## config.mk

```make
export PLATFORM = sky130hd
export DESIGN_NAME = tap_hold_key_resolver_flat
export DESIGN_NICKNAME = d
export VERILOG_FILES = /design/src/rtl/thkr_pkg.sv /design/src/rtl/thkr_intf.sv /design/src/rtl/thkr_front.sv /design/src/rtl/thkr_queue.sv /design/src/rtl/thkr_back.sv /design/src/rtl/tap_hold_key_resolver.sv /design/src/flat_wrapper.sv
export SDC_FILE = /design/constraint.sdc
export NUM_CORES = 1
export LEC_CHECK = 0
export ABC_AREA = 0
export BUFFER_PORTS_ARGS = -buffer_cell sky130_fd_sc_hd__buf_2
export CAP_MARGIN = 30
export CORE_MARGIN = 5
export CORE_UTILIZATION = 45
export CTS_BUF_LIST = sky130_fd_sc_hd__clkbuf_8 sky130_fd_sc_hd__clkbuf_16
export DETAILED_ROUTE_END_ITERATION = 8
export PLACE_DENSITY = 0.64
export SLEW_MARGIN = 30
export SYNTH_ARGS = -nofsm -noshare
export SYNTH_HDL_FRONTEND = slang
export SYNTH_SLANG_ARGS = --single-unit
```

## constraint.sdc

```tcl
create_clock -name clk -period 11.2 [get_ports clk]
set_input_delay 3.36 -clock clk [delete_from_list [all_inputs] [get_ports clk]]
set_output_delay 3.36 -clock clk [all_outputs]
set_load 0.02 [all_outputs]
```

## src/rtl/thkr_pkg.sv

```systemverilog
// ----------------------------------------------------------------------------
// Tap-hold key resolver package
// Field widths, command and action codes, register indexes, queue item type.
// ----------------------------------------------------------------------------
package thkr_pkg;

	localparam int unsigned CMD_W   = 2;
	localparam int unsigned POS_W   = 8;
	localparam int unsigned PARAM_W = 32;
	localparam int unsigned TIME_W  = 32;
	localparam int unsigned TERM_W  = 16;
	localparam int unsigned LAYER_W = 8;
	localparam int unsigned CFG_IDX_W  = 1;
	localparam int unsigned CFG_DATA_W = 16;

	localparam logic [CFG_IDX_W-1:0] REG_TAPPING_TERM = 1'd0;
	localparam logic [CFG_IDX_W-1:0] REG_LATE_LAYER   = 1'd1;

	localparam logic [TERM_W-1:0]  TERM_RESET = 16'd200;
	localparam logic [LAYER_W-1:0] NO_LAYER   = 8'd255;

	typedef enum logic [CMD_W-1:0] {
		CMD_DUAL_PRESS    = 2'd0,
		CMD_DUAL_RELEASE  = 2'd1,
		CMD_OTHER_PRESS   = 2'd2,
		CMD_OTHER_RELEASE = 2'd3
	} cmd_t;

	typedef enum logic [1:0] {
		ACT_PRESS     = 2'd0,
		ACT_RELEASE   = 2'd1,
		ACT_LAYER_ON  = 2'd2,
		ACT_LAYER_OFF = 2'd3
	} action_t;

	typedef enum logic [1:0] {
		OP_DUAL_PRESS,
		OP_DUAL_RELEASE,
		OP_OTHER_PRESS
	} op_t;

	typedef struct packed {
		op_t                op;
		logic [POS_W-1:0]   key_position;
		logic [PARAM_W-1:0] primary_param;
		logic [PARAM_W-1:0] secondary_param;
		logic [TIME_W-1:0]  time_ms;
	} item_t;

	typedef struct packed {
		logic  push;
		item_t item;
	} push_t;

	typedef enum logic [1:0] {
		ST_IDLE,
		ST_INTR,
		ST_REL_FIRST,
		ST_REL_SECOND
	} st_t;

endpackage

```

## src/rtl/thkr_intf.sv

```systemverilog
// ----------------------------------------------------------------------------
// Tap-hold key resolver channel interfaces
// Key event channel and result channel, valid/ready with payload.
// ----------------------------------------------------------------------------
interface thkr_evt_if;
	import thkr_pkg::*;

	logic               valid;
	logic               ready;
	logic [CMD_W-1:0]   cmd;
	logic [POS_W-1:0]   key_position;
	logic [PARAM_W-1:0] primary_param;
	logic [PARAM_W-1:0] secondary_param;
	logic [TIME_W-1:0]  time_ms;

	modport source (output valid, cmd, key_position, primary_param, secondary_param, time_ms,
		input ready);
	modport sink (input valid, cmd, key_position, primary_param, secondary_param, time_ms,
		output ready);
endinterface

interface thkr_res_if;
	import thkr_pkg::*;

	logic               valid;
	logic               ready;
	logic [1:0]         action;
	logic               binding_index;
	logic [PARAM_W-1:0] param;
	logic [POS_W-1:0]   key_position_res;
	logic [LAYER_W-1:0] layer;
	logic               last;

	modport source (output valid, action, binding_index, param, key_position_res, layer, last,
		input ready);
	modport sink (input valid, action, binding_index, param, key_position_res, layer, last,
		output ready);
endinterface

```

## src/rtl/thkr_front.sv

```systemverilog
// ----------------------------------------------------------------------------
// Tap-hold key resolver front end
// Accepts key event beats, drops other-key releases, classifies the rest.
// ----------------------------------------------------------------------------
module thkr_front (
	thkr_evt_if.sink        evt,
	input  logic            full,
	output thkr_pkg::push_t push_o
);
	import thkr_pkg::*;

	logic keep;
	op_t  op;

	always_comb begin
		keep = 1'b1;
		op   = OP_OTHER_PRESS;
		unique case (cmd_t'(evt.cmd))
			CMD_DUAL_PRESS:    op = OP_DUAL_PRESS;
			CMD_DUAL_RELEASE:  op = OP_DUAL_RELEASE;
			CMD_OTHER_PRESS:   op = OP_OTHER_PRESS;
			CMD_OTHER_RELEASE: keep = 1'b0;
			default:           keep = 1'b0;
		endcase
	end

	assign evt.ready = !full;

	always_comb begin
		push_o.push                 = evt.valid && !full && keep;
		push_o.item.op              = op;
		push_o.item.key_position    = evt.key_position;
		push_o.item.primary_param   = evt.primary_param;
		push_o.item.secondary_param = evt.secondary_param;
		push_o.item.time_ms         = evt.time_ms;
	end

endmodule

```

## src/rtl/thkr_queue.sv

```systemverilog
// ----------------------------------------------------------------------------
// Tap-hold key resolver event queue
// Two-entry queue between front end and slot sequencer.
// ----------------------------------------------------------------------------
module thkr_queue (
	input  logic            clk,
	input  logic            arst_n,
	input  thkr_pkg::push_t push_i,
	output logic            full,
	input  logic            pop,
	output logic            nonempty,
	output thkr_pkg::item_t pop_item
);
	import thkr_pkg::*;

	item_t      mem_q [2];
	logic       wr_ptr_q;
	logic       rd_ptr_q;
	logic [1:0] cnt_q;
	logic       do_push;
	logic       do_pop;

	assign full     = cnt_q[1];
	assign nonempty = cnt_q != 2'd0;
	assign pop_item = mem_q[rd_ptr_q];
	assign do_push  = push_i.push && !full;
	assign do_pop   = pop && nonempty;

	always_ff @(posedge clk or negedge arst_n) begin
		if (!arst_n) begin
			wr_ptr_q <= 1'b0;
			rd_ptr_q <= 1'b0;
			cnt_q    <= 2'd0;
		end else begin
			if (do_push) wr_ptr_q <= !wr_ptr_q;
			if (do_pop) rd_ptr_q <= !rd_ptr_q;
			case ({do_push, do_pop})
				2'b10:   cnt_q <= cnt_q + 2'd1;
				2'b01:   cnt_q <= cnt_q - 2'd1;
				default: cnt_q <= cnt_q;
			endcase
		end
	end

	always_ff @(posedge clk) begin
		if (do_push) mem_q[wr_ptr_q] <= push_i.item;
	end

endmodule

```

## src/rtl/thkr_back.sv

```systemverilog
// ----------------------------------------------------------------------------
// Tap-hold key resolver back end
// Holds the slot table, sequences interrupts and releases, registers results.
// ----------------------------------------------------------------------------
module thkr_back #(
	parameter int unsigned MAX_HELD = 4
) (
	input  logic                         clk,
	input  logic                         arst_n,
	input  logic                         q_valid,
	input  thkr_pkg::item_t              q_item,
	output logic                         q_pop,
	input  logic [thkr_pkg::TERM_W-1:0]  tapping_term,
	input  logic [thkr_pkg::LAYER_W-1:0] late_layer,
	thkr_res_if.source                   res
);
	import thkr_pkg::*;

	localparam int unsigned SW = (MAX_HELD > 1) ? $clog2(MAX_HELD) : 1;

	function automatic logic [SW-1:0] lowest(input logic [MAX_HELD-1:0] v);
		logic [SW-1:0] idx;
		idx = '0;
		for (int i = MAX_HELD - 1; i >= 0; i--) begin
			if (v[i]) idx = SW'(i);
		end
		return idx;
	endfunction

	st_t state_q, state_d;

	logic [MAX_HELD-1:0] used_q;
	logic [MAX_HELD-1:0] intr_q, prim_q, layer_q;
	logic [POS_W-1:0]    pos_mem   [MAX_HELD];
	logic [PARAM_W-1:0]  p1_mem    [MAX_HELD];
	logic [PARAM_W-1:0]  p2_mem    [MAX_HELD];
	logic [TIME_W-1:0]   time_mem  [MAX_HELD];

	logic [MAX_HELD-1:0] mask_q;
	logic [TIME_W-1:0]   cur_time_q;
	action_t             rel_act_q;
	logic                rel_idx_q;
	logic [PARAM_W-1:0]  rel_param_q;
	logic [POS_W-1:0]    rel_pos_q;
	logic                rel_two_q;

	logic [MAX_HELD-1:0] cand, free_v, hit_v, sel_oh;
	logic [SW-1:0]       free_idx, hit_idx, sel_idx, rd_idx;
	logic                any_free, any_hit, mask_last, is_rel;
	logic [TIME_W-1:0]   now, elapsed;
	logic                passed, layer_en;
	logic                hit_layer, hit_prim, hit_intr;

	action_t             rel_act;
	logic                rel_idx;
	logic [PARAM_W-1:0]  rel_param;
	logic                rel_two, rel_any;

	logic                can_emit, fire;
	logic                emit_valid;
	action_t             emit_act;
	logic                emit_idx;
	logic [PARAM_W-1:0]  emit_param;
	logic [POS_W-1:0]    emit_pos;
	logic [LAYER_W-1:0]  emit_layer;
	logic                emit_last;
	logic                claim, intr_set;

	logic                res_valid_q;
	action_t             res_act_q;
	logic                res_idx_q;
	logic [PARAM_W-1:0]  res_param_q;
	logic [POS_W-1:0]    res_pos_q;
	logic [LAYER_W-1:0]  res_layer_q;
	logic                res_last_q;

	always_comb begin
		for (int i = 0; i < MAX_HELD; i++) begin
			cand[i]   = used_q[i] && (pos_mem[i] != q_item.key_position) && !intr_q[i];
			free_v[i] = !used_q[i];
			hit_v[i]  = used_q[i] && (pos_mem[i] == q_item.key_position);
		end
	end

	assign free_idx  = lowest(free_v);
	assign hit_idx   = lowest(hit_v);
	assign any_free  = |free_v;
	assign any_hit   = |hit_v;
	assign sel_idx   = lowest(mask_q);
	assign sel_oh    = mask_q & (~mask_q + MAX_HELD'(1));
	assign mask_last = (mask_q & ~sel_oh) == '0;
	assign is_rel    = q_item.op == OP_DUAL_RELEASE;

	// shared read index: release lookup while idle, interrupt target otherwise
	assign rd_idx   = (state_q == ST_IDLE) ? hit_idx : sel_idx;
	assign now      = (state_q == ST_IDLE) ? q_item.time_ms : cur_time_q;
	assign elapsed  = now - time_mem[rd_idx];
	assign passed   = elapsed >= TIME_W'(tapping_term);
	assign layer_en = late_layer != NO_LAYER;

	assign hit_layer = layer_q[hit_idx];
	assign hit_prim  = prim_q[hit_idx];
	assign hit_intr  = intr_q[hit_idx];

	always_comb begin
		rel_two   = !hit_layer && !hit_prim;
		rel_any   = hit_layer || hit_prim || !hit_intr;
		rel_idx   = rel_two && passed;
		if (hit_layer) begin
			rel_act   = ACT_LAYER_OFF;
			rel_param = '0;
		end else if (hit_prim) begin
			rel_act   = ACT_RELEASE;
			rel_param = p1_mem[hit_idx];
		end else begin
			rel_act   = ACT_PRESS;
			rel_param = passed ? p2_mem[hit_idx] : p1_mem[hit_idx];
		end
	end

	assign can_emit = !res_valid_q || res.ready;

	always_comb begin
		state_d = state_q;
		unique case (state_q)
			ST_IDLE: begin
				if (q_valid) begin
					if (is_rel) begin
						if (any_hit && rel_any) state_d = ST_REL_FIRST;
					end else if (|cand) begin
						state_d = ST_INTR;
					end
				end
			end
			ST_INTR: begin
				if (fire && mask_last) state_d = ST_IDLE;
			end
			ST_REL_FIRST: begin
				if (fire) state_d = rel_two_q ? ST_REL_SECOND : ST_IDLE;
			end
			ST_REL_SECOND: begin
				if (fire) state_d = ST_IDLE;
			end
			default: state_d = ST_IDLE;
		endcase
	end

	always_comb begin
		q_pop      = 1'b0;
		emit_valid = 1'b0;
		emit_act   = ACT_PRESS;
		emit_idx   = 1'b0;
		emit_param = '0;
		emit_pos   = '0;
		emit_layer = '0;
		emit_last  = 1'b0;
		claim      = 1'b0;
		intr_set   = 1'b0;
		unique case (state_q)
			ST_IDLE: begin
				q_pop = q_valid;
				claim = q_valid && (q_item.op == OP_DUAL_PRESS) && any_free;
			end
			ST_INTR: begin
				emit_valid = 1'b1;
				emit_pos   = pos_mem[rd_idx];
				emit_last  = mask_last;
				if (layer_en && passed) begin
					emit_act   = ACT_LAYER_ON;
					emit_layer = late_layer;
				end else begin
					emit_act   = ACT_PRESS;
					emit_param = p1_mem[rd_idx];
				end
				intr_set = can_emit;
			end
			ST_REL_FIRST: begin
				emit_valid = 1'b1;
				emit_act   = rel_act_q;
				emit_idx   = rel_idx_q;
				emit_param = rel_param_q;
				emit_pos   = rel_pos_q;
				emit_layer = (rel_act_q == ACT_LAYER_OFF) ? late_layer : '0;
				emit_last  = !rel_two_q;
			end
			ST_REL_SECOND: begin
				emit_valid = 1'b1;
				emit_act   = ACT_RELEASE;
				emit_idx   = rel_idx_q;
				emit_param = rel_param_q;
				emit_pos   = rel_pos_q;
				emit_last  = 1'b1;
			end
			default: q_pop = 1'b0;
		endcase
	end

	assign fire = emit_valid && can_emit;

	always_ff @(posedge clk or negedge arst_n) begin
		if (!arst_n) begin
			state_q     <= ST_IDLE;
			used_q      <= '0;
			res_valid_q <= 1'b0;
		end else begin
			state_q <= state_d;
			if (claim) used_q[free_idx] <= 1'b1;
			if (q_pop && is_rel && any_hit) used_q[hit_idx] <= 1'b0;
			if (can_emit) res_valid_q <= emit_valid;
		end
	end

	always_ff @(posedge clk) begin
		if (claim) begin
			pos_mem[free_idx]  <= q_item.key_position;
			p1_mem[free_idx]   <= q_item.primary_param;
			p2_mem[free_idx]   <= q_item.secondary_param;
			time_mem[free_idx] <= q_item.time_ms;
			intr_q[free_idx]   <= 1'b0;
			prim_q[free_idx]   <= 1'b0;
			layer_q[free_idx]  <= 1'b0;
		end
		if (intr_set) begin
			intr_q[rd_idx] <= 1'b1;
			if (layer_en && passed) layer_q[rd_idx] <= 1'b1;
			else prim_q[rd_idx] <= 1'b1;
		end
		if (q_pop) begin
			mask_q      <= cand;
			cur_time_q  <= q_item.time_ms;
			rel_act_q   <= rel_act;
			rel_idx_q   <= rel_idx;
			rel_param_q <= rel_param;
			rel_pos_q   <= q_item.key_position;
			rel_two_q   <= rel_two;
		end else if (state_q == ST_INTR && fire) begin
			mask_q <= mask_q & ~sel_oh;
		end
		if (fire) begin
			res_act_q   <= emit_act;
			res_idx_q   <= emit_idx;
			res_param_q <= emit_param;
			res_pos_q   <= emit_pos;
			res_layer_q <= emit_layer;
			res_last_q  <= emit_last;
		end
	end

	assign res.valid            = res_valid_q;
	assign res.action           = res_act_q;
	assign res.binding_index    = res_idx_q;
	assign res.param            = res_param_q;
	assign res.key_position_res = res_pos_q;
	assign res.layer            = res_layer_q;
	assign res.last             = res_last_q;

endmodule

```

## src/rtl/tap_hold_key_resolver.sv

```systemverilog
// ----------------------------------------------------------------------------
// Tap-hold key resolver
// Key events in, binding and layer actions out for up to MAX_HELD dual keys.
// ----------------------------------------------------------------------------
// Events enter a two-entry queue at one beat per cycle until it fills, then
// a slot sequencer with a shared slot-table read index takes one event per
// pass: it dequeues the event, looks up and claims or frees a slot, then
// issues its results in turn (up to MAX_HELD for a press, up to two for a
// release), holding while the result side stalls, before taking the next.
// A registered result stage lets the sequencer move on while a result waits.
// Each event's last result is marked with last. Write the tapping term and
// the late-interrupt layer only while no event is in flight.
module tap_hold_key_resolver #(
	parameter int unsigned MAX_HELD = 4
) (
	input  logic                            clk,
	input  logic                            arst_n,
	thkr_evt_if.sink                        evt,
	thkr_res_if.source                      res,
	input  logic                            cfg_we,
	input  logic [thkr_pkg::CFG_IDX_W-1:0]  cfg_index,
	input  logic [thkr_pkg::CFG_DATA_W-1:0] cfg_data
);
	import thkr_pkg::*;

	logic [TERM_W-1:0]  tapping_term_q;
	logic [LAYER_W-1:0] late_layer_q;
	push_t              push;
	logic               q_full;
	logic               q_pop;
	logic               q_valid;
	item_t              q_item;

	always_ff @(posedge clk or negedge arst_n) begin
		if (!arst_n) begin
			tapping_term_q <= TERM_RESET;
			late_layer_q   <= NO_LAYER;
		end else if (cfg_we) begin
			case (cfg_index)
				REG_TAPPING_TERM: tapping_term_q <= cfg_data[TERM_W-1:0];
				REG_LATE_LAYER:   late_layer_q   <= cfg_data[LAYER_W-1:0];
				default: ;
			endcase
		end
	end

	thkr_front u_front (
		.evt    (evt),
		.full   (q_full),
		.push_o (push)
	);

	thkr_queue u_queue (
		.clk      (clk),
		.arst_n   (arst_n),
		.push_i   (push),
		.full     (q_full),
		.pop      (q_pop),
		.nonempty (q_valid),
		.pop_item (q_item)
	);

	thkr_back #(
		.MAX_HELD (MAX_HELD)
	) u_back (
		.clk          (clk),
		.arst_n       (arst_n),
		.q_valid      (q_valid),
		.q_item       (q_item),
		.q_pop        (q_pop),
		.tapping_term (tapping_term_q),
		.late_layer   (late_layer_q),
		.res          (res)
	);

endmodule

```

## src/flat_wrapper.sv

```systemverilog
// flat-port wrapper written by rule: the top's interface ports become plain ports
module tap_hold_key_resolver_flat import thkr_pkg::*;
#(
	parameter int unsigned MAX_HELD = 4
)
  (clk, arst_n, cfg_we, cfg_index, cfg_data, evt_valid, evt_cmd, evt_key_position, evt_primary_param, evt_secondary_param, evt_time_ms, evt_ready, res_valid, res_action, res_binding_index, res_param, res_key_position_res, res_layer, res_last, res_ready);
  thkr_evt_if evt_i ();
  thkr_res_if res_i ();
  input  logic clk;
  input  logic arst_n;
  input  logic cfg_we;
  input  logic [thkr_pkg::CFG_IDX_W-1:0] cfg_index;
  input  logic [thkr_pkg::CFG_DATA_W-1:0] cfg_data;
  input wire logic [$bits(evt_i.valid)-1:0] evt_valid;
  input wire logic [$bits(evt_i.cmd)-1:0] evt_cmd;
  input wire logic [$bits(evt_i.key_position)-1:0] evt_key_position;
  input wire logic [$bits(evt_i.primary_param)-1:0] evt_primary_param;
  input wire logic [$bits(evt_i.secondary_param)-1:0] evt_secondary_param;
  input wire logic [$bits(evt_i.time_ms)-1:0] evt_time_ms;
  output wire logic [$bits(evt_i.ready)-1:0] evt_ready;
  output wire logic [$bits(res_i.valid)-1:0] res_valid;
  output wire logic [$bits(res_i.action)-1:0] res_action;
  output wire logic [$bits(res_i.binding_index)-1:0] res_binding_index;
  output wire logic [$bits(res_i.param)-1:0] res_param;
  output wire logic [$bits(res_i.key_position_res)-1:0] res_key_position_res;
  output wire logic [$bits(res_i.layer)-1:0] res_layer;
  output wire logic [$bits(res_i.last)-1:0] res_last;
  input wire logic [$bits(res_i.ready)-1:0] res_ready;
  assign evt_i.valid = evt_valid;
  assign evt_i.cmd = evt_cmd;
  assign evt_i.key_position = evt_key_position;
  assign evt_i.primary_param = evt_primary_param;
  assign evt_i.secondary_param = evt_secondary_param;
  assign evt_i.time_ms = evt_time_ms;
  assign evt_ready = evt_i.ready;
  assign res_valid = res_i.valid;
  assign res_action = res_i.action;
  assign res_binding_index = res_i.binding_index;
  assign res_param = res_i.param;
  assign res_key_position_res = res_i.key_position_res;
  assign res_layer = res_i.layer;
  assign res_last = res_i.last;
  assign res_i.ready = res_ready;
  tap_hold_key_resolver #(.MAX_HELD(MAX_HELD)) u_core (.clk(clk), .arst_n(arst_n), .evt(evt_i), .res(res_i), .cfg_we(cfg_we), .cfg_index(cfg_index), .cfg_data(cfg_data));
endmodule
```

# Yosys cells after proc, flatten, opt, wreduce, memory -nomap -nowiden
# Memory sizes are Yosys's and may differ from the RTL's.
# Cells that the tools add are included.
totals:
  register_bits: 179
  mem_bits_rw: 628
  output_inout_bits: 54
  elab_cells: 213
  n_memories: 5
mem_list:
  columns: ["name", "depth", "word_bits", "rd", "rd_ports_with_merged_regs", "write_ports", "line", "text"]
  rows:
  - ["u_core.u_queue.mem_q", 2, 106, 1, 0, 1, "thkr_queue.sv:16", "item_t mem_q [2];"]
  - ["u_core.u_back.p1_mem", 4, 32, 2, 0, 1, "thkr_back.sv:35", "logic [PARAM_W-1:0] p1_mem [MAX_HELD];"]
  - ["u_core.u_back.p2_mem", 4, 32, 1, 0, 1, "thkr_back.sv:36", "logic [PARAM_W-1:0] p2_mem [MAX_HELD];"]
  - ["u_core.u_back.time_mem", 4, 32, 1, 0, 1, "thkr_back.sv:37", "logic [TIME_W-1:0] time_mem [MAX_HELD];"]
  - ["u_core.u_back.pos_mem", 4, 8, 5, 0, 1, "thkr_back.sv:34", "logic [POS_W-1:0] pos_mem [MAX_HELD];"]
classes:
  n_addsub: 4
  n_lt_le_gt_ge: 7
  n_eq_ne: 24
  mux: 70
  bitwise_logic: 15
  reduce_logical: 64
op_table:
  columns: ["cell", "n"]
  rows:
  - ["two-way mux 32 bit", 4]
  - ["one-hot mux 32 bit (2 select lines)", 1]
  - ["two-way mux 4 bit", 12]
  - ["two-way mux 2 bit", 22]
  - ["== test 8 bit", 4]
  - [">= comparator 32 x 16 -> 1 bit", 1]
  - ["inequality test 8 bit", 4]
  - ["one-hot mux 8 bit (2 select lines)", 2]
  - ["subtractor 32 bit", 1]
  - ["logical AND 1 bit", 30]
  - ["bitwise AND 4 bit", 6]
  - ["zero test 1 bit", 16]
  - ["two-way mux 1 bit", 16]
  - ["two-way mux 8 bit", 2]
  - ["inverter 4 bit", 4]
  - ["bitwise OR 4 bit", 4]
  - ["OR reduction 4 bit", 3]
  - ["== test 2 bit (second input constant)", 5]
  - ["< comparator 2 x 3 -> 1 bit (second input constant)", 3]
  - ["== test 2 x 1 -> 1 bit (second input constant)", 4]
  - ["inequality test 2 bit (second input constant)", 4]
  - ["inequality test 8 bit (second input constant)", 1]
  - ["one-hot mux 2 bit (2 select lines)", 2]
  - ["one-hot mux 2 bit (4 select lines)", 1]
  - ["other kinds (18)", 32]

# Longest topological paths before layout
# Gate-level depths: netlist (run 1).
# An unclocked memory read counts as a cell.
logic_depth:
  depth_word: 16
  depth_mapped: 34

# Modules after synthesis
# Synthesis (run 1) repeated with hierarchy kept, for this count alone.
hier_totals:
  cells_unflattened: 2603
  hier_area_um2: 35794.3
by_module_without_submodules:
  columns: ["module", "instances", "cells_per_inst", "area_each_um2", "seq_area_each_um2"]
  rows:
  - ["thkr_back", 1, 2095, 26075.0, 16871.2]
  - ["thkr_queue", 1, 347, 7953.9, 6466.2]
  - ["tap_hold_key_resolver", 1, 52, 958.4, 614.3]
  - ["thkr_front", 1, 109, 807.0, 0.0]

# Worst setup path before layout (run 1)
# OpenSTA, ideal clock, no wires.
synth_timing:
  path_type: "input port to flip-flop"
  start: "input evt_cmd[0]"
  end: "memory u_core.u_queue.mem_q[0][0] (netlist name) (enable)"
  setup_time_ns: 0.572
  arrival_ns: 8.005
  t_required_ns: 10.628
  setup_slack_ns: 2.623
  stages: 3
  path_buffers: 0
  cell_sequence: "nand2_1 -> nand3_1 -> nor2_1"
synth_between:
  elab_chain_len: 6
synth_lines:
  columns: ["item", "line", "text"]
  rows:
  - ["start: declaration", "flat_wrapper.sv:15", "input wire logic [$bits(evt_i.cmd)-1:0] evt_cmd;"]
  - ["== test 2 bit", "thkr_front.sv:18", "unique case (cmd_t'(evt.cmd))"]
  - ["two-way mux 1 bit", "thkr_front.sv:18", null]
  - ["logical AND 1 bit", "thkr_front.sv:30", "push_o.push = evt.valid && !full && keep;"]
  - ["logical AND 1 bit", "thkr_queue.sv:26", "assign do_push = push_i.push && !full;"]
  - ["two-way mux 1 bit", "thkr_queue.sv:46", "if (do_push) mem_q[wr_ptr_q] <= push_i.item;"]
  - ["two-way mux 1 bit (not written as such)", "thkr_queue.sv:46", null]
  - ["end: declaration", "thkr_queue.sv:16", null]
# No other way between the ends.

# Worst setup path after layout (run 1)
layout_timing:
  start: "register u_core.u_queue.rd_ptr_q"
  end: "register u_core.u_back.rel_param_q[12] (data pin)"
layout_between:
  elab_chain_len: 13
  elab_cells_between_ends: 26
  cone_classes: "add/sub (1); order compare (1); eq/ne (4); mux (12); reduce/logical (4); memory (4)"
layout_lines:
  columns: ["item", "line", "text"]
  rows:
  - ["start: declaration", "thkr_queue.sv:18", "logic rd_ptr_q;"]
  - ["start signal: assignment", "thkr_queue.sv:36", "if (do_pop) rd_ptr_q <= !rd_ptr_q;"]
  - ["memory (2 x 106 bit) (*)", null, null]
  - ["== test 8 bit", "thkr_back.sv:81", "hit_v[i] = used_q[i] && (pos_mem[i] == q_item.key_position);"]
  - ["logical AND 1 bit", "thkr_back.sv:81", null]
  - ["two-way mux 2 bit (4 in series)", "thkr_back.sv:25", "if (v[i]) idx = SW'(i);"]
  - ["two-way mux 2 bit", "thkr_back.sv:95", "assign rd_idx = (state_q == ST_IDLE) ? hit_idx : sel_idx;"]
  - ["memory (4 x 32 bit)", null, null]
  - ["subtractor 32 bit", "thkr_back.sv:97", "assign elapsed = now - time_mem[rd_idx];"]
  - [">= comparator 32 x 16 -> 1 bit", "thkr_back.sv:98", "assign passed = elapsed >= TIME_W'(tapping_term);"]
  - ["two-way mux 32 bit", "thkr_back.sv:117", "rel_param = passed ? p2_mem[hit_idx] : p1_mem[hit_idx];"]
  - ["two-way mux 32 bit", "thkr_back.sv:112", "end else if (hit_prim) begin"]
  - ["end signal: assignment", "thkr_back.sv:233", "rel_param_q <= rel_param;"]
  - ["end: declaration", "thkr_back.sv:43", "logic [PARAM_W-1:0] rel_param_q;"]
# Every way passes the cells marked *; elsewhere a longest branch is shown, timed or not. The select of a mux whose other input is x is not followed.
# A chain may end at the register's enable or synchronous reset.

==> summary.json, run 1 <==
{
  "grt": {
    "antenna_found_initial": 3,
    "grt_max_degree": 126,
    "wire_length_of_the_first_global_routing_pass_um": 124000,
    "residual_overflow_from_global_routing": 0,
    "number_of_global_route_vias_before_repair": 21400,
    "groute.usage.overall_pct": 19.4
  },
  "logic_synthesis": {
    "count_of_warnings_emitted_by_yosys": 0,
    "summed_instance_area_of_the_synthesized_netlist_sq_um": 34300,
    "most_repeated_cell_in_the_gate_level_netlist_after_synthesis": "edfxtp_1",
    "post_synth_num_cell_types": 70,
    "sequential_area_share_after_synthesis_pct": 69.9,
    "synth_largest_area_cell": "edfxtp_1",
    "ys_top_cells_by_count": "edfxtp_1, nand2_1, mux2_2",
    "dominantRegCellSynth": "edfxtp_1",
    "asyncSetResetFlopFracSynth_pct": 4.34,
    "synth-seq-cells": 807,
    "post_synth_main_area_contributors": "edfxtp_1, nand2_1, mux2_2, mux4_2, ha_1",
    "synth.top_cell.area_share_pct": 66.6,
    "post_synth_inst_count": 2539,
    "syn-mean-instance-area_sq_um": 13.5,
    "synth-edff-count": 760,
    "syn_nets": 2721
  },
  "layout": {
    "drive_above_1_share_pct": 19.7,
    "n_antenna_cell": 0,
    "n_fill_cell": 6287,
    "area_growth_syn_to_layout_pct": 13.8,
    "finish.net_count": 2898
  },
  "sta": {
    "slew-limit-headroom_pct": 38.1,
    "setup-violations-final": 0,
    "finalCritPeriodShare_pct": 80.9,
    "worstMarginPinSlew_ps": 928,
    "clock-skew-final_ps": 33.1,
    "final.hold.worst_slack_ps": 467,
    "drv_slew": 0,
    "maximum_clock_frequency_mhz": 110,
    "totalNegativeSetupSlack_ps": 0,
    "setup_repair_after_global_routing_missed_its_margin": "no",
    "final.min_clock_period_ps": 9060,
    "hold_viol_final": 0
  },
  "clock_network": {
    "clock_tree_from_tritoncts": "built",
    "cts.root.buffer_cell": "clkbuf_16",
    "clk-insertion-delay-late_ps": 640,
    "cts-resized-gates": 0,
    "clk_transition_reported_paths_ps": 60,
    "cts_max_path_buffers": 3,
    "cts_buffer_count": 85,
    "ctsHtreeMaxLevel": 3,
    "postCtsSetupBuffers": 0,
    "numClockSinks": 807,
    "cts_hold_buf": 0
  },
  "drt": {
    "initialDrtViolationCount": 1856,
    "detail_route.wl_per_cell_um": 21.5,
    "drt_wl_total_um": 80900,
    "detailroute.via_count": 20900,
    "routed_via_density": 5.54,
    "detail_route.drc_violations": 0,
    "detail-route-antenna-nets": 0,
    "drt_pass1_iterations": 5
  },
  "worst_setup_path": {
    "crit_path_max_fanout": 33,
    "setup.worst_path.end_class": "flip-flop",
    "critPathSlowestCell": "dfrtp_4",
    "cp_depth": 30,
    "critPathRequiredTime_ps": 11540,
    "cpLargestDelayFamily": "compound AO/OA/AOI/OAI gates",
    "critPathArrivalTime_ps": 9410,
    "startpoint": "u_core.u_queue.rd_ptr_q",
    "crit-reg2reg-capture": "u_core.u_back.rel_param_q[12]",
    "cp_buf_inv_count": 2,
    "r2r_cells": 30,
    "reg2reg_setup_slack_ps": 2140,
    "worst_path_most_repeated_cell": "a21o_1",
    "crit_path_end": "u_core.u_back.rel_param_q[12]",
    "critical_path.startpoint_type": "flip-flop",
    "r2r_start": "u_core.u_queue.rd_ptr_q",
    "setup.worst_path.class": "reg -> reg",
    "timing.critical_path.slowest_cell_delay_ps": 820
  },
  "floorplan": {
    "initial_utilization_pct": 45.3,
    "die-width_um": 286,
    "fp.dieArea_sq_um": 81800,
    "die_y_um": 286,
    "io_pins": 182,
    "rows": 101,
    "core_area_sq_um": 75700
  },
  "power_and_ir_drop": {
    "p_per_area_nw_per_um2": 289,
    "share_seq_of_total_power_pct": 38.2,
    "p_switching_mw": 4.12,
    "leakagePower_nw": 14.1,
    "vdd_ir_drop_max_mv": 0.243,
    "total_power_mw": 11.3,
    "p_comb_share_pct": 38.1,
    "sw_frac_of_total_pct": 36.5,
    "clock_share_of_power_pct": 23.8,
    "internal-power_mw": 7.18
  },
  "flow_run": {
    "max-cap-violations": 0
  },
  "outcome": {
    "outcome": "finished, final reports clean"
  },
  "place": {
    "io_buffers": 181,
    "gp_congestion": 0.876,
    "dpl.hpwl_um": 50100
  },
  "worst_hold_path": {
    "hold_path.class": "reg -> reg"
  }
}
## worst min path at each step
stage	from	to	slack (ps)	depth (start not counted)
2_1_floorplan	u_core.u_back.prim_q[0]	u_core.u_back.prim_q[0]	420	2
3_3_place_gp	u_core.u_back.prim_q[1]	u_core.u_back.prim_q[1]	450	2
3_5_place_dp	u_core.u_back.prim_q[1]	u_core.u_back.prim_q[1]	450	2
4_1_cts	u_core.u_back.prim_q[1]	u_core.u_back.prim_q[1]	460	2
5_1_grt	u_core.u_back.prim_q[0]	u_core.u_back.prim_q[0]	500	2
6_report	u_core.u_back.prim_q[1]	u_core.u_back.prim_q[1]	470	2
## power by group through the flow
stage | combinational (mW) | sequential [mW] | clock, mW
global placement | 4.19 | 4.36 | 0
floorplan | 3.03 | 4.40 | 0
global route | 4.77 | 4.35 | 2.88
CTS | 4.30 | 4.32 | 2.74
detailed placement | 4.27 | 4.37 | 0
finish | 4.30 | 4.31 | 2.69
## worst min-delay path: stages (launching register included)
cell,delay (ps)
dfxtp_1,330
nand2_1,50
o21ai_0,60
## layout make-up
type                       instances  area, sq um  area share [%]
multi-input combinational       1525         9630            24.7
clock inverter                    68          489            1.25
sequential                       807        24000            61.4
inverter                          88          349           0.894
timing repair buffer             209         1180            3.02
clock buffer                      90         2210            5.65
tap                              978         1220            3.14
## layer usage
layer  wire, um  track usage (%)  up-vias  part of all wire (%)
met5         21                0        -                 0.026
met4       1680             5.27        4                   2.1
met3       4840             3.07      110                   6.0
met2      39800             33.1      663                    49
met1      34600             26.2    10400                    43
li1           -                -     9666                     -
## through the flow
step	instances	cell area (sq um)	util, %	setup slack, ps
final	3765	39000	51.6	2140
after global routing	3765	39000	51.6	1570
after CTS	3764	39000	51.5	1970
after detailed placement	3606	36300	48.0	2030
after global placement	3605	36300	47.9	2270
after floorplan	2539	34300	-	2620
## sequential cells by signal (all words and copies together), names as in the netlist, 16 cells and up
name / flops
u_core.u_back.p2_mem: 128
u_core.u_back.pos_mem: 32
u_core.tapping_term_q: 16
u_core.u_queue.mem_q: 212
u_core.u_back.cur_time_q: 32
u_core.u_back.p1_mem: 128
u_core.u_back.time_mem: 128
u_core.u_back.res.param: 32
u_core.u_back.rel_param_q: 32
## cells in the final DEF (no fill, tap or decap), drive strengths merged, types with 17 or more instances in the layout
cell type    n
ha          53
buf        209
mux2       135
edfxtp     760
clkinv      36
nor2       132
nand2      533
nand3       85
o22ai       37
xnor2       50
o21ai      148
a21o        18
inv        109
dfrtp       24
mux2i       17
clkbuf      90
mux4        33
a21oi      115
## logic make-up (layout without fill, tap and decap cells)
group	Yosys count	in the layout	share of synthesized area, %
compound gates	402	402	6.93
xor+xnor	58	58	1.48
fa+ha+maj	55	55	2.02
buf+inv	207	455	2.35
flops	807	807	69.9
mux	185	185	7.36
simple gates	825	825	10.0
(Power assumes the default switching activity.)
==> inputs of run 2 (changes only) <==
--- a/config.mk
+++ b/config.mk
@@ -5,7 +5,7 @@
 export SDC_FILE = /design/constraint.sdc
 export NUM_CORES = 1
 export LEC_CHECK = 0
-export ABC_AREA = 0
+export ABC_AREA = 1
 export BUFFER_PORTS_ARGS = -buffer_cell sky130_fd_sc_hd__buf_2
 export CAP_MARGIN = 30
 export CORE_MARGIN = 5
==> constraint.sdc (replaced) <==
create_clock -name clk -period 8.6 [get_ports clk]
set_input_delay 2.58 -clock clk [delete_from_list [all_inputs] [get_ports clk]]
set_output_delay 2.58 -clock clk [all_outputs]
set_load 0.02 [all_outputs]
==> run 2 against run 1 <==
Against the previous run: final cell count is 6.3% higher; via count is 6.4% higher; highest routed layer unchanged; count of clock-buffer cells in the layout is 2 lower; worst hold slack worse by 1.7 ps; wire length is 7.9% higher; core utilization is 0.081 points higher.
==> summary.json, run 2 <==
{
  "worst_setup_path": {
    "critical_path.startpoint_type": {"value": "flip-flop", "change": "unchanged"},
    "crit-reg2reg-capture": {"value": "u_core.u_back.rel_param_q[21]", "change": "was u_core.u_back.rel_param_q[12]"},
    "reg2reg_setup_slack": {"value": 990, "unit": "ps", "change": "was 2140 ps"},
    "critPathSlowestCell": {"value": "dfrtp_4", "change": "unchanged"},
    "crit_path_max_fanout": {"value": 51, "change": "was 33"},
    "setup.worst_path.class": {"value": "reg -> reg", "change": "unchanged"},
    "timing.critical_path.slowest_cell_delay": {"value": 660, "unit": "ps", "change": "was 820 ps"},
    "critPathArrivalTime": {"value": 7990, "unit": "ps", "change": "was 9410 ps"},
    "r2r_start": {"value": "u_core.u_queue.rd_ptr_q", "change": "unchanged"},
    "setup.worst_path.end_class": {"value": "flip-flop", "change": "unchanged"},
    "worst_path_most_repeated_cell": {"value": "nand2_1", "change": "was a21o_1"},
    "critPathRequiredTime": {"value": 8970, "unit": "ps", "change": "was 11540 ps"},
    "r2r_cells": {"value": 38, "change": "was 30"}
  },
  "power_and_ir_drop": {
    "p_per_area": {"value": 410, "unit": "nW/um^2", "change": "was 289 nW/um^2"},
    "p_comb_share": {"value": 41.3, "unit": "%", "change": "was 38.1%"},
    "sw_frac_of_total": {"value": 40.0, "unit": "%", "change": "was 36.5%"},
    "leakagePower": {"value": 14.4, "unit": "nW", "change": "was 14.1 nW"},
    "p_switching": {"value": 6.31, "unit": "mW", "change": "was 4.12 mW"},
    "internal-power": {"value": 9.46, "unit": "mW", "change": "was 7.18 mW"},
    "total_power": {"value": 15.8, "unit": "mW", "change": "was 11.3 mW"},
    "vdd_ir_drop_max": {"value": 0.229, "unit": "mV", "change": "was 0.243 mV"},
    "clock_share_of_power": {"value": 22.1, "unit": "%", "change": "was 23.8%"},
    "share_seq_of_total_power": {"value": 36.6, "unit": "%", "change": "was 38.2%"}
  },
  "sta": {
    "setup_repair_after_global_routing_missed_its_margin": {"value": "no", "change": "unchanged"},
    "final.min_clock_period": {"value": 7610, "unit": "ps", "change": "was 9060 ps"},
    "finalCritPeriodShare": {"value": 88.5, "unit": "%", "change": "was 80.9%"},
    "clock-skew-final": {"value": 39.5, "unit": "ps", "change": "was 33.1 ps"},
    "slew-limit-headroom": {"value": 34.5, "unit": "%", "change": "was 38.1%"},
    "maximum_clock_frequency": {"value": 131, "unit": "MHz", "change": "was 110 MHz"},
    "totalNegativeSetupSlack": {"value": 0, "unit": "ps", "change": "unchanged"},
    "setup-violations-final": {"value": 0, "change": "unchanged"},
    "drv_slew": {"value": 0, "change": "unchanged"},
    "hold_viol_final": {"value": 0, "change": "unchanged"},
    "worstMarginPinSlew": {"value": 982, "unit": "ps", "change": "was 928 ps"}
  },
  "logic_synthesis": {
    "most_repeated_cell_in_the_gate_level_netlist_after_synthesis": {"value": "edfxtp_1", "change": "unchanged"},
    "syn-mean-instance-area": {"value": 12.2, "unit": "sq um", "change": "was 13.5 sq um"},
    "synth_largest_area_cell": {"value": "edfxtp_1", "change": "unchanged"},
    "ys_top_cells_by_count": {"value": "edfxtp_1, nand2_1, nor2_1", "change": "was edfxtp_1, nand2_1, mux2_2"},
    "post_synth_inst_count": {"value": 2771, "change": "was 2539"},
    "summed_instance_area_of_the_synthesized_netlist": {"value": 33800, "unit": "sq um", "change": "was 34300 sq um"},
    "syn_nets": {"value": 2953, "change": "was 2721"},
    "asyncSetResetFlopFracSynth": {"value": 4.34, "unit": "%", "change": "unchanged"},
    "count_of_warnings_emitted_by_yosys": {"value": 0, "change": "unchanged"},
    "synth-seq-cells": {"value": 807, "change": "unchanged"},
    "synth.top_cell.area_share": {"value": 67.5, "unit": "%", "change": "was 66.6%"},
    "synth-edff-count": {"value": 760, "change": "unchanged"},
    "post_synth_main_area_contributors": {"value": "edfxtp_1, nand2_1, nor2_1, ha_1, a22oi_1", "change": "was edfxtp_1, nand2_1, mux2_2, mux4_2, ha_1"},
    "post_synth_num_cell_types": {"value": 55, "change": "was 70"},
    "sequential_area_share_after_synthesis": {"value": 70.8, "unit": "%", "change": "was 69.9%"},
    "dominantRegCellSynth": {"value": "edfxtp_1", "change": "unchanged"}
  },
  "clock_network": {
    "numClockSinks": {"value": 807, "change": "unchanged"},
    "postCtsSetupBuffers": {"value": 0, "change": "unchanged"},
    "cts_buffer_count": {"value": 83, "change": "was 85"},
    "clock_tree_from_tritoncts": {"value": "built", "change": "unchanged"},
    "cts.root.buffer_cell": {"value": "clkbuf_16", "change": "unchanged"},
    "cts-resized-gates": {"value": 0, "change": "unchanged"},
    "cts_max_path_buffers": {"value": 3, "change": "unchanged"},
    "ctsHtreeMaxLevel": {"value": 3, "change": "unchanged"},
    "clk-insertion-delay-late": {"value": 650, "unit": "ps", "change": "was 640 ps"},
    "clk_transition_reported_paths": {"value": 60, "unit": "ps", "change": "about the same"},
    "cts_hold_buf": {"value": 0, "change": "unchanged"}
  },
  "floorplan": {
    "die-width": {"value": 284, "unit": "um", "change": "was 286 um"},
    "rows": {"value": 100, "change": "was 101"},
    "core_area": {"value": 74400, "unit": "sq um", "change": "was 75700 sq um"},
    "io_pins": {"value": 182, "change": "unchanged"},
    "initial_utilization": {"value": 45.4, "unit": "%", "change": "was 45.3%"},
    "die_y": {"value": 284, "unit": "um", "change": "was 286 um"},
    "fp.dieArea": {"value": 80700, "unit": "sq um", "change": "was 81800 sq um"}
  },
  "flow_run": {
    "max-cap-violations": {"value": 0, "change": "unchanged"}
  },
  "layout": {
    "finish.cell_count_without_fillers": {"value": 4003, "change": "was 3765"},
    "area_growth_syn_to_layout": {"value": 13.7, "unit": "%", "change": "was 13.8%"},
    "mostFrequentLayoutCells": {"value": "edfxtp_1, nand2_1, nor2_1", "change": "was edfxtp_1, nand2_1, buf_2"},
    "finish.net_count": {"value": 3144, "change": "was 2898"},
    "finish.utilization": {"value": 51.6, "unit": "%", "change": "about the same"},
    "mostFrequentLayoutCell": {"value": "edfxtp_1", "change": "unchanged"},
    "drive_above_1_share": {"value": 13.7, "unit": "%", "change": "was 19.7%"},
    "largest_register_ff_count": {"value": 212, "change": "unchanged"},
    "largest_register": {"value": "u_core.u_queue.mem_q", "change": "unchanged"}
  },
  "drt": {
    "detail-route-antenna-nets": {"value": 0, "change": "unchanged"},
    "detailroute.via_count": {"value": 22200, "change": "was 20.9k"},
    "drt_wl_total": {"value": 87300, "unit": "um", "change": "was 80900 um"},
    "detail_route.wl_per_cell": {"value": 21.8, "unit": "um", "change": "was 21.5 um"},
    "initialDrtViolationCount": {"value": 2279, "change": "was 1856"},
    "detail_route.drc_violations": {"value": 0, "change": "unchanged"},
    "routed_via_density": {"value": 5.55, "change": "was 5.54"},
    "drt_pass1_iterations": {"value": 6, "change": "was 5"}
  },
  "grt": {
    "residual_overflow_from_global_routing": {"value": 0, "change": "unchanged"},
    "antenna_found_initial": {"value": 7, "change": "was 3"},
    "groute.usage.overall": {"value": 21.1, "unit": "%", "change": "was 19.4%"},
    "number_of_global_route_vias_before_repair": {"value": 22000, "change": "was 21.4k"},
    "grt_max_degree": {"value": 68, "change": "was 126"},
    "wire_length_of_the_first_global_routing_pass": {"value": 132000, "unit": "um", "change": "was 124000 um"}
  },
  "worst_hold_path": {
    "hold_path.class": {"value": "reg -> reg", "change": "unchanged"},
    "hold_path_end": {"value": "u_core.u_back.layer_q[3]", "change": "was u_core.u_back.prim_q[1]"},
    "worst_hold_path.num_cells": {"value": 2, "change": "unchanged"},
    "origin_of_the_worst_min_delay_path": {"value": "u_core.u_back.layer_q[3]", "change": "was u_core.u_back.prim_q[1]"}
  },
  "place": {
    "gp_congestion": {"value": 0.926, "change": "was 0.876"},
    "placed_cells": {"value": 3846, "change": "was 3606"},
    "dpl.hpwl": {"value": 55200, "unit": "um", "change": "was 50100 um"},
    "io_buffers": {"value": 181, "change": "unchanged"}
  },
  "outcome": {
    "outcome": {"value": "finished, final reports clean", "change": "unchanged"}
  }
}
## run 2: cell types whose count changed after synthesis, sizes merged, moves of 36 or more
cell and change:
a31oi +36, a22oi +87, mux2 -135, o21ai -64
nor2 +86, inv +67, nand2 +245
## run 2: layer usage
layer / wire length [um] / vias to the layer above / global-route usage [%]
li1: - / 10300 / -
met1: 37900 / 10800 / 29.8
met2: 41000 / 914 / 33.8
met3: 6390 / 127 / 3.62
met4: 1970 / 4 / 6.49
met5: 14 / - / 0
## run 2: area by class of cell
type / count / area, sq um
tap: 969 / 1210
clock inverter: 64 / 517
antenna: 5 / 12.5
multi-input combinational: 1696 / 8780
timing repair buffer: 218 / 1210
inverter: 156 / 598
sequential: 807 / 24000
clock buffer: 88 / 2160
fill: 6323 / 36000
## run 2: worst max path at each step
stage,to,cells past startpoint,start,slack [ps]
global route,u_core.u_back.rel_param_q[21],40,u_core.u_queue.rd_ptr_q,320
detailed placement,u_core.u_back.rel_param_q[22],40,u_core.u_queue.rd_ptr_q,1060
finish,u_core.u_back.rel_param_q[21],38,u_core.u_queue.rd_ptr_q,990
global placement,u_core.u_back.rel_param_q[9],40,u_core.u_queue.rd_ptr_q,1270
floorplan,u_core.u_back.used_q[3],10,u_core.u_back.state_q[0],460
CTS,u_core.u_back.rel_param_q[21],40,u_core.u_queue.rd_ptr_q,1000
## run 2: power groups by stage
stage	Clock [mW]	Sequential, mW	Combinational, mW
finish	3.49	5.78	6.51
global route	3.73	5.83	7.20
detailed placement	0	5.85	6.45
floorplan	0	5.92	4.36
CTS	3.55	5.78	6.49
global placement	0	5.83	6.35
## run 2: stage by stage
stage               instance area (sq um)  hold slack (ps)  setup WS [ps]
global placement                    35700              444           1270
CTS                                 38400              464           1000
global route                        38400              496            322
finish                              38400              465            989
detailed placement                  35800              448           1060
floorplan                           33800              429            460
## run 2: cells by family (layout without fill, tap and decap cells)
group / after synthesis / in the layout / share of synthesized area (%)
and+or+nand+nor: 1110 / 1110 / 13.3
DFF: 807 / 807 / 70.8
AOI/OAI and AO/OA: 485 / 485 / 9.25
buffers and inverters: 268 / 526 / 3.32
adders and majority gates: 54 / 54 / 2.02
xor gates and xnor gates: 45 / 45 / 1.17
muxes: 2 / 2 / 0.0592
other: 0 / 5 / 0
## run 2: critical path: cells and delay by family (launching register included)
family,cells,cell delay (ps)
xor gates and xnor gates,2,360
adders and majority gates,2,740
DFF,1,660
and+or+nand+nor,24,3300
AOI/OAI and AO/OA,6,1360
buffers and inverters,4,880
==> inputs of run 3 (changes only) <==
==> constraint.sdc (replaced) <==
create_clock -name clk -period 9.85 [get_ports clk]
set_input_delay 2.955 -clock clk [delete_from_list [all_inputs] [get_ports clk]]
set_output_delay 2.955 -clock clk [all_outputs]
set_load 0.02 [all_outputs]
==> run 3 against run 2 <==
Against the previous run: flip-flop and latch count stayed put; global-route usage barely moved; core utilization fell by 0.14 points; setup slack better by 360 ps; final cell count is 0.15% lower; combinational power shrank 13%; first-iteration DRC count is 3.2% lower.
==> summary.json, run 3 (synthesized netlist as in run 2, its figures left out) <==
{
  "worst_setup_path": {
    "setup.worst_path.end_class": {"value": "flip-flop", "change": "unchanged"},
    "critPathRequiredTime": {"value": 10220, "unit": "ps", "change": "was 8970 ps"},
    "cpLargestDelayFamily": {"value": "simple AND/OR/NAND/NOR gates", "change": "unchanged"},
    "r2r_start": {"value": "u_core.u_queue.rd_ptr_q", "change": "unchanged"},
    "r2r_cells": {"value": 40, "change": "was 38"},
    "critPathSlowestCell": {"value": "dfrtp_4", "change": "unchanged"},
    "reg2reg_setup_slack": {"value": 1350, "unit": "ps", "change": "was 990 ps"},
    "cp_buf_inv_count": {"value": 7, "change": "was 4"},
    "crit-reg2reg-capture": {"value": "u_core.u_back.rel_param_q[21]", "change": "unchanged"},
    "cp_depth": {"value": 40, "change": "was 38"},
    "critPathArrivalTime": {"value": 8880, "unit": "ps", "change": "was 7990 ps"},
    "critical_path.startpoint_type": {"value": "flip-flop", "change": "unchanged"},
    "worst_path_most_repeated_cell": {"value": "nand2_1", "change": "unchanged"},
    "crit_path_max_fanout": {"value": 65, "change": "was 51"},
    "timing.critical_path.slowest_cell_delay": {"value": 630, "unit": "ps", "change": "was 660 ps"},
    "setup.worst_path.class": {"value": "reg -> reg", "change": "unchanged"}
  },
  "layout": {
    "mostFrequentLayoutCells": {"value": "edfxtp_1, nand2_1, nor2_1", "change": "unchanged"},
    "finish.utilization": {"value": 51.5, "unit": "%", "change": "was 51.6%"},
    "largest_register_ff_count": {"value": 212, "change": "unchanged"},
    "fin_area": {"value": 38300, "unit": "sq um", "change": "was 38400 sq um"},
    "finish.net_count": {"value": 3140, "change": "was 3144"},
    "mostFrequentLayoutCell": {"value": "edfxtp_1", "change": "unchanged"},
    "largest_register": {"value": "u_core.u_queue.mem_q", "change": "unchanged"},
    "area_growth_syn_to_layout": {"value": 13.4, "unit": "%", "change": "was 13.7%"},
    "drive_above_1_share": {"value": 13.1, "unit": "%", "change": "was 13.7%"}
  },
  "clock_network": {
    "cts-resized-gates": {"value": 0, "change": "unchanged"},
    "cts.root.buffer_cell": {"value": "clkbuf_16", "change": "unchanged"},
    "cts_buffer_count": {"value": 84, "change": "was 83"},
    "clock_tree_from_tritoncts": {"value": "built", "change": "unchanged"},
    "cts_hold_buf": {"value": 0, "change": "unchanged"},
    "ctsHtreeMaxLevel": {"value": 3, "change": "unchanged"},
    "clk-insertion-delay-late": {"value": 640, "unit": "ps", "change": "was 650 ps"},
    "clk_transition_reported_paths": {"value": 60, "unit": "ps", "change": "about the same"},
    "cts_max_path_buffers": {"value": 3, "change": "unchanged"},
    "numClockSinks": {"value": 807, "change": "unchanged"},
    "postCtsSetupBuffers": {"value": 0, "change": "unchanged"}
  },
  "worst_hold_path": {
    "hold_path_end": {"value": "u_core.u_back.layer_q[3]", "change": "unchanged"},
    "worst_hold_path.num_cells": {"value": 2, "change": "unchanged"},
    "hold_path.class": {"value": "reg -> reg", "change": "unchanged"},
    "origin_of_the_worst_min_delay_path": {"value": "u_core.u_back.layer_q[3]", "change": "unchanged"}
  },
  "floorplan": {
    "fp.dieArea": {"value": 80700, "unit": "sq um", "change": "unchanged"},
    "die-width": {"value": 284, "unit": "um", "change": "unchanged"},
    "core_area": {"value": 74400, "unit": "sq um", "change": "unchanged"},
    "initial_utilization": {"value": 45.4, "unit": "%", "change": "unchanged"},
    "rows": {"value": 100, "change": "unchanged"},
    "io_pins": {"value": 182, "change": "unchanged"},
    "die_y": {"value": 284, "unit": "um", "change": "unchanged"}
  },
  "power_and_ir_drop": {
    "sw_frac_of_total": {"value": 40.1, "unit": "%", "change": "was 40.0%"},
    "clock_share_of_power": {"value": 21.5, "unit": "%", "change": "was 22.1%"},
    "p_per_area": {"value": 354, "unit": "nW/um^2", "change": "was 410 nW/um^2"},
    "p_switching": {"value": 5.45, "unit": "mW", "change": "was 6.31 mW"},
    "p_comb_share": {"value": 41.5, "unit": "%", "change": "was 41.3%"},
    "share_seq_of_total_power": {"value": 37.0, "unit": "%", "change": "was 36.6%"},
    "vdd_ir_drop_max": {"value": 0.277, "unit": "mV", "change": "was 0.229 mV"},
    "leakagePower": {"value": 14.3, "unit": "nW", "change": "was 14.4 nW"},
    "internal-power": {"value": 8.15, "unit": "mW", "change": "was 9.46 mW"},
    "total_power": {"value": 13.6, "unit": "mW", "change": "was 15.8 mW"}
  },
  "sta": {
    "final.min_clock_period": {"value": 8500, "unit": "ps", "change": "was 7610 ps"},
    "hold_viol_final": {"value": 0, "change": "unchanged"},
    "clock-skew-final": {"value": 23.6, "unit": "ps", "change": "was 39.5 ps"},
    "finalCritPeriodShare": {"value": 86.3, "unit": "%", "change": "was 88.5%"},
    "totalNegativeSetupSlack": {"value": 0, "unit": "ps", "change": "unchanged"},
    "final.hold.worst_slack": {"value": 478, "unit": "ps", "change": "was 465 ps"},
    "setup-violations-final": {"value": 0, "change": "unchanged"},
    "maximum_clock_frequency": {"value": 118, "unit": "MHz", "change": "was 131 MHz"},
    "slew-limit-headroom": {"value": 33.0, "unit": "%", "change": "was 34.5%"},
    "setup_repair_after_global_routing_missed_its_margin": {"value": "no", "change": "unchanged"},
    "worstMarginPinSlew": {"value": 1000, "unit": "ps", "change": "was 982 ps"},
    "drv_slew": {"value": 0, "change": "unchanged"}
  },
  "drt": {
    "detailroute.via_count": {"value": 22100, "change": "was 22.2k"},
    "routed_via_density": {"value": 5.53, "change": "was 5.55"},
    "detail-route-antenna-nets": {"value": 0, "change": "unchanged"},
    "drt_pass1_iterations": {"value": 6, "change": "unchanged"},
    "drt_wl_total": {"value": 87400, "unit": "um", "change": "was 87300 um"},
    "initialDrtViolationCount": {"value": 2207, "change": "was 2279"},
    "detail_route.drc_violations": {"value": 0, "change": "unchanged"},
    "detail_route.wl_per_cell": {"value": 21.9, "unit": "um", "change": "was 21.8 um"}
  },
  "grt": {
    "grt_max_degree": {"value": 74, "change": "was 68"},
    "wire_length_of_the_first_global_routing_pass": {"value": 132000, "unit": "um", "change": "about the same"},
    "number_of_global_route_vias_before_repair": {"value": 22000, "change": "about the same"},
    "antenna_found_initial": {"value": 7, "change": "unchanged"},
    "groute.usage.overall": {"value": 21.1, "unit": "%", "change": "about the same"},
    "residual_overflow_from_global_routing": {"value": 0, "change": "unchanged"}
  },
  "outcome": {
    "outcome": {"value": "finished, final reports clean", "change": "unchanged"}
  },
  "place": {
    "io_buffers": {"value": 181, "change": "unchanged"},
    "dpl.hpwl": {"value": 54300, "unit": "um", "change": "was 55200 um"},
    "gp_congestion": {"value": 0.925, "change": "was 0.926"},
    "placed_instance_area": {"value": 35700, "unit": "sq um", "change": "was 35800 sq um"}
  },
  "flow_run": {
    "max-cap-violations": {"value": 0, "change": "unchanged"}
  }
}
## run 3: how the worst max path moves through the flow
| stage | to | from | slack (ps) |
|---|---|---|---|
| 2_1_floorplan | u_core.u_back.p1_mem[2][0] | u_core.u_back.state_q[0] | 190 |
| 3_3_place_gp | u_core.u_back.rel_param_q[15] | u_core.u_queue.rd_ptr_q | 1850 |
| 3_5_place_dp | u_core.u_back.rel_param_q[18] | u_core.u_queue.rd_ptr_q | 1480 |
| 4_1_cts | u_core.u_back.rel_param_q[18] | u_core.u_queue.rd_ptr_q | 1430 |
| 5_1_grt | u_core.u_back.rel_param_q[14] | u_core.u_queue.rd_ptr_q | 730 |
| 6_report | u_core.u_back.rel_param_q[21] | u_core.u_queue.rd_ptr_q | 1350 |
## run 3: per-layer routing
metal	GRT usage (%)	vias to the layer above	routed length [um]
li1	-	10300	-
met1	29.5	10800	37900
met2	33.6	852	40800
met3	4.33	131	6590
met4	6.51	8	2040
met5	0	-	55
## run 3: stage by stage
step | worst slack [ps] | instances
3_5_place_dp | 1480 | 3839
2_1_floorplan | 185 | 2771
5_1_grt | 734 | 3994
3_3_place_gp | 1850 | 3836
6_report | 1350 | 3997
4_1_cts | 1430 | 3992
## run 3: worst reg2reg max path, delay by kind of cell, from the launching register on
| family | cells | cell delay [ps] |
|---|---|---|
| AOI/OAI and AO/OA | 6 | 1560 |
| xor gates and xnor gates | 2 | 350 |
| adders and majority gates | 2 | 750 |
| buffers and inverters | 7 | 1830 |
| DFF | 1 | 630 |
| and+or+nand+nor | 23 | 3120 |
## run 3: power by group through the flow
stage | logic [mW] | registers (mW) | clock network, mW
2_1_floorplan | 3.80 | 5.17 | 0
3_3_place_gp | 5.44 | 5.08 | 0
3_5_place_dp | 5.57 | 5.10 | 0
4_1_cts | 5.60 | 5.03 | 2.98
5_1_grt | 6.27 | 5.08 | 3.13
6_report | 5.64 | 5.03 | 2.92
## run 3: area by class of cell
class	count	area (sq um)
repair buffers	213	1250
inverters	156	598
clock inverters	67	410
clock buffers	86	2130
flip-flops and latches	807	24000
diodes	3	7.51
well taps	969	1210
multi-input cells	1696	8780
fillers	6324	36100
